--- config.mk ---
export PLATFORM = sky130hd
export DESIGN_NAME = dics_search
export DESIGN_NICKNAME = d
export VERILOG_FILES = /design/src/dics_pkg.sv /design/src/dics_search.sv
export SDC_FILE = /design/constraint.sdc
export NUM_CORES = 2
export LEC_CHECK = 0
export ABC_AREA = 1
export BUFFER_PORTS_ARGS = -buffer_cell sky130_fd_sc_hd__clkbuf_2
export CAP_MARGIN = 20
export CORE_MARGIN = 8
export CORE_UTILIZATION = 55
export DETAILED_ROUTE_END_ITERATION = 16
export HOLD_SLACK_MARGIN = 0.05
export MAX_ROUTING_LAYER = met4
export PLACE_DENSITY_LB_ADDON = 0.2
export SKIP_LAST_GASP = 1
export SYNTH_ARGS = -nofsm -noshare
export SYNTH_HDL_FRONTEND = slang
export SYNTH_SLANG_ARGS = --single-unit
--- constraint.sdc ---
create_clock -name clk -period 5.78 [get_ports clk]
set_input_delay 1.156 -clock clk [delete_from_list [all_inputs] [get_ports clk]]
set_output_delay 1.156 -clock clk [all_outputs]
set_load 0.05 [all_outputs]
--- src/dics_pkg.sv ---
// Shared types and constants for the discrete inverse-CDF sampler.
// Depends on nothing; every other file imports it.
`timescale 1ns / 1ps

package dics_pkg;

    localparam int VALUE_W     = 32;
    localparam int WEIGHT_IN_W = 24;
    localparam int UNIFORM_W   = 32;
    localparam int CUM_W       = 32;
    localparam int PROD_W      = 64;
    localparam int INDEX_OUT_W = 8;
    localparam int STATUS_W    = 2;
    localparam int COMMAND_W   = 2;

    localparam logic [COMMAND_W-1:0] CMD_CLEAR  = 2'd0;
    localparam logic [COMMAND_W-1:0] CMD_APPEND = 2'd1;
    localparam logic [COMMAND_W-1:0] CMD_SAMPLE = 2'd2;

    localparam logic [STATUS_W-1:0] STATUS_OK    = 2'd0;
    localparam logic [STATUS_W-1:0] STATUS_FULL  = 2'd1;
    localparam logic [STATUS_W-1:0] STATUS_EMPTY = 2'd2;

    typedef enum logic [2:0] {
        S_IDLE,
        S_MULT,
        S_PROBE,
        S_CMP,
        S_FETCH
    } search_state_t;

    typedef struct packed {
        logic go;
    } search_req_t;

    typedef struct packed {
        logic done;
    } search_rsp_t;

endpackage

--- src/dics_search.sv ---
// Lower-bound search over the cumulative-weight memory for one sample.
// Drives the read ports of dics_store; uses dics_pkg.
`timescale 1ns / 1ps

module dics_search
    import dics_pkg::*;
#(
    parameter int IDX_W = 8
)
(
    input  logic                 clk,
    input  logic                 rst_n,
    input  search_req_t          req,
    input  logic [UNIFORM_W-1:0] uniform_in,
    input  logic [CUM_W-1:0]     total_in,
    input  logic [IDX_W-1:0]     last_in,
    output search_rsp_t          rsp,
    output logic [IDX_W-1:0]     result_index,
    output logic [VALUE_W-1:0]   result_value,
    output logic [IDX_W-1:0]     cum_rd_addr,
    input  logic [CUM_W-1:0]     cum_rd_data,
    output logic [IDX_W-1:0]     val_rd_addr,
    input  logic [VALUE_W-1:0]   val_rd_data
);

    search_state_t        state_reg, state_next;
    logic [IDX_W-1:0]     lo_reg, lo_next;
    logic [IDX_W-1:0]     hi_reg, hi_next;
    logic [UNIFORM_W-1:0] u_reg, u_next;
    logic [CUM_W-1:0]     tot_reg, tot_next;
    logic [PROD_W-1:0]    prod_reg, prod_next;
    logic [IDX_W-1:0]     mid;
    logic                 qualifies;

    assign mid = lo_reg + ((hi_reg - lo_reg) >> 1);
    assign qualifies = (cum_rd_data > prod_reg[PROD_W-1:CUM_W])
        || ((cum_rd_data == prod_reg[PROD_W-1:CUM_W]) && !(|prod_reg[CUM_W-1:0]));

    always_comb
    begin
        state_next = state_reg;
        case (state_reg)
            S_IDLE:  state_next = req.go ? S_MULT : S_IDLE;
            S_MULT:  state_next = S_PROBE;
            S_PROBE: state_next = (lo_reg < hi_reg) ? S_CMP : S_FETCH;
            S_CMP:   state_next = S_PROBE;
            S_FETCH: state_next = S_IDLE;
            default: state_next = S_IDLE;
        endcase
    end

    always_comb
    begin
        lo_next   = lo_reg;
        hi_next   = hi_reg;
        u_next    = u_reg;
        tot_next  = tot_reg;
        prod_next = prod_reg;
        case (state_reg)
            S_IDLE:
            begin
                if (req.go)
                begin
                    lo_next  = '0;
                    hi_next  = last_in;
                    u_next   = uniform_in;
                    tot_next = total_in;
                end
            end
            S_MULT:
            begin
                prod_next = PROD_W'(u_reg) * PROD_W'(tot_reg);
            end
            S_CMP:
            begin
                if (qualifies)
                begin
                    hi_next = mid;
                end
                else
                begin
                    lo_next = mid + IDX_W'(1);
                end
            end
            default:
            begin
                lo_next = lo_reg;
            end
        endcase
    end

    always_comb
    begin
        cum_rd_addr  = mid;
        val_rd_addr  = lo_reg;
        rsp.done     = (state_reg == S_FETCH);
        result_index = lo_reg;
        result_value = val_rd_data;
    end

    always_ff @(posedge clk or negedge rst_n)
    begin
        if (!rst_n)
        begin
            state_reg <= S_IDLE;
        end
        else
        begin
            state_reg <= state_next;
        end
    end

    always_ff @(posedge clk)
    begin
        lo_reg   <= lo_next;
        hi_reg   <= hi_next;
        u_reg    <= u_next;
        tot_reg  <= tot_next;
        prod_reg <= prod_next;
    end

endmodule

==> impl_metrics.yaml <==
routing:
  drt_wl_total_mm: 121
  wl_per_cell_um: 17.7
  detail-route-antenna-nets: 0
  drtPass1Iterations: 8
  initialDrtViolationCount: 2274
  average_via_count_per_standard_cell: 5.00
  drc: 0
  routed-via-count: 34053
finish:
  nFillCells: 6561
  antennaDiodeCount: 0
  finish.utilization_pct: 64.8
  nets: 7102
  final_common_cell: "sky130_fd_sc_hd__inv_1"
  final_cell_mix: "sky130_fd_sc_hd__inv_1 (1742), sky130_fd_sc_hd__nand2_1 (1489), sky130_fd_sc_hd__fa_1 (881)"
  largest_register_ffs: 64
  layout.cell_area.non_filler_um2: 49900
  final_layout_size_suffix_gt1_share_pct: 15.8
  areaGrowthSynthToFinish_pct: 17.6
clock_tree:
  holdBufCountCts: 0
  cts_tree: "done"
  clk_latency_ps: 520
  cts.sinks: 147
  cts.clk_slew.worst_paths_ps: 80
  total_cts_buffers: 17
  cts-htree-levels: 4
  clockBufferDepth: 2
  ctsRootBufferMaster: "sky130_fd_sc_hd__clkbuf_16"
critical_path:
  crit-reg2reg-launch: "u_reg[17]"
  crit_start: "u_reg[17]"
  critical_path_required_ps: 6060
  crit_fanout: 10
  endpoint_kind_of_the_worst_setup_timing_path: "flop"
  arrival_ps: 6910
  crit_path_start_kind: "flop"
  timing.setup.critical_path_class: "flop to flop"
synthesis:
  syn-mean-instance-area_um2: 7.86
  syn_area_um2: 42400
  synth-seq-cells: 147
  syn_nets: 6742
  cell_accounting_for_the_most_synthesized_area: "sky130_fd_sc_hd__fa_1"
  syn_inst: 5394
  synth_top_area_share_pct: 42.4
  post_synth_main_area_contributors: "sky130_fd_sc_hd__fa_1 (42%), sky130_fd_sc_hd__inv_1 (16%), sky130_fd_sc_hd__nand2_1 (14%), sky130_fd_sc_hd__edfxtp_1 (10%), sky130_fd_sc_hd__ha_1 (9.2%)"
  ys.warnings.count: 0
  synth_seq_area_share_pct: 10.4
  synth_cell_type_count: 39
timing:
  hold_viol_final: 0
  highest_attainable_clock_frequency_ghz: 0.151
  min_period_over_period_pct: 115
  clock_skew_ps: 16.2
  final_max_slew_viol_count: 0
  remaining_max_slew_budget_at_the_tightest_pin_pct: 38.2
  grt_setup_unrepaired: "true"
  setup_violating_endpoint_count_in_the_final_report: 55
  worst_setup_slack_after_layout_ps: -843
  worst-slew-pin-transition_ps: 927
  fin_crit_period_ps: 6620
floorplanning:
  start_util_pct: 55.1
  coreArea_um2: 77000
  row_count: 102
  pin_count: 196
  floorplan.die.height_um: 294
  die_w_um: 294
  die_area_um2: 86200
global_routing:
  globalRouteOverflowTotal: 0
  maximum_number_of_pins_on_one_net_before_global_route_repair: 65
  antenna_found_initial: 0
  first_global_vias: 36382
  grt_pass1_wl_mm: 194
  track_usage_pct: 29.9
job:
  drv.max_cap_violation_count: 0
placement:
  postPlaceCellArea_um2: 48000
  port-buffer-count: 131
  routabilityCongestion: 0.971
  dpl.hpwl_mm: 102
run_status:
  run_status: "finished, violations left"
  violations: "negative setup slack"
min_path:
  worst_hold_path_type: "primary input to async pin"
critical path: stages, from the launching register on:
cell and delay (ps):
sky130_fd_sc_hd__edfxtp_1 450, sky130_fd_sc_hd__buf_6 170, sky130_fd_sc_hd__buf_16 160, sky130_fd_sc_hd__nand2_1 60
sky130_fd_sc_hd__inv_1 50, sky130_fd_sc_hd__fa_1 490, sky130_fd_sc_hd__inv_1 50, sky130_fd_sc_hd__fa_1 500
sky130_fd_sc_hd__fa_1 460, sky130_fd_sc_hd__fa_1 550, sky130_fd_sc_hd__inv_1 50, sky130_fd_sc_hd__fa_1 510
sky130_fd_sc_hd__fa_1 440, sky130_fd_sc_hd__fa_2 590, sky130_fd_sc_hd__fa_1 470, sky130_fd_sc_hd__ha_4 320
sky130_fd_sc_hd__nand2_2 100, sky130_fd_sc_hd__nor2_4 150, sky130_fd_sc_hd__nand2_1 120, sky130_fd_sc_hd__nor2_1 120
sky130_fd_sc_hd__nand2_1 70, sky130_fd_sc_hd__nand3_2 160, sky130_fd_sc_hd__nand2_1 70, sky130_fd_sc_hd__nand2_1 70
sky130_fd_sc_hd__xor2_1 60, sky130_fd_sc_hd__buf_4 140
synth_stat cells (all sizes together):
library cell,count
fa,898
nor3,15
or2,2
o21bai,10
buf,40
nand3,80
o211ai,1
a31oi,1
and3,1
xor2,46
inv,1771
a21boi,1
nor2,124
and2,2
ha,311
o21ai,35
nand2,1588
nand4,13
a21oi,92
clkbuf,194
a21o,2
nand3b,3
o21a,3
edfxtp,144
dfrtp,3
nor4,8
xnor2,5
clkinv,1
logic make-up (layout without fill, tap and decap cells):
family,after synthesis,after routing,synth area share [%]
compound gates,145,145,1.85
flops,147,147,10.4
xor+xnor,51,51,1.05
simple gates,1836,1836,17.0
buf+inv,2006,2379,18.1
fa+ha+maj,1209,1209,51.6
final timing paths:
path / end / slack (ps) / cells after the start
max: prod_reg[32] / -840 / 25
max in group asynchronous: state_reg[2] / 5250 / 1
min: state_reg[0] / 420 / 1
max reg2reg: prod_reg[32] / -840 / 25
min in group clk: state_reg[1] / 620 / 1
min reg2reg: state_reg[1] / 620 / 1
what timing repair did:
item	CTS	global route
endpoints found under the hold margin	0	0
gates resized for setup	118	123
endpoints found under the setup margin	54	55
cloned	3	3
setup buffers	24	7
pin swaps	54	53
routing by layer:
| layer | GRT usage (%) | vias up | routed length [µm] |
|---|---|---|---|
| met2 | 50.4 | 1152 | 59200 |
| met5 | - | - | 0 |
| li1 | - | 15724 | - |
| met1 | 36.2 | 16871 | 47900 |
| met4 | 12.1 | 0 | 5820 |
| met3 | 4.26 | 306 | 7740 |
cell type report:
| cell class | instances | area [µm²] | area share (%) |
|---|---|---|---|
| Multi-Input combinational cell | 3241 | 31600 | 63.4 |
| Timing Repair Buffer | 575 | 5330 | 10.7 |
| Clock inverter | 15 | 141 | 0.284 |
| Sequential cell | 147 | 4400 | 8.82 |
| Inverter | 1772 | 6650 | 13.3 |
| Tap cell | 1040 | 1300 | 2.61 |
| Clock buffer | 17 | 425 | 0.853 |
stage by stage:
step | setup slack, ps | TNS (ps) | hold WS (ps) | std cells
CTS | -863 | -38390 | 388 | 6796
floorplan | -284 | -10130 | 512 | 5394
finish | -843 | -37770 | 418 | 6807
global placement | -916 | -38960 | 589 | 6737
detailed placement | -937 | -40860 | 593 | 6737
global route | -1090 | -50820 | 403 | 6807
Power is not shown: default switching activity piles up to over one toggle a cycle in this logic, so the estimate is an artifact.
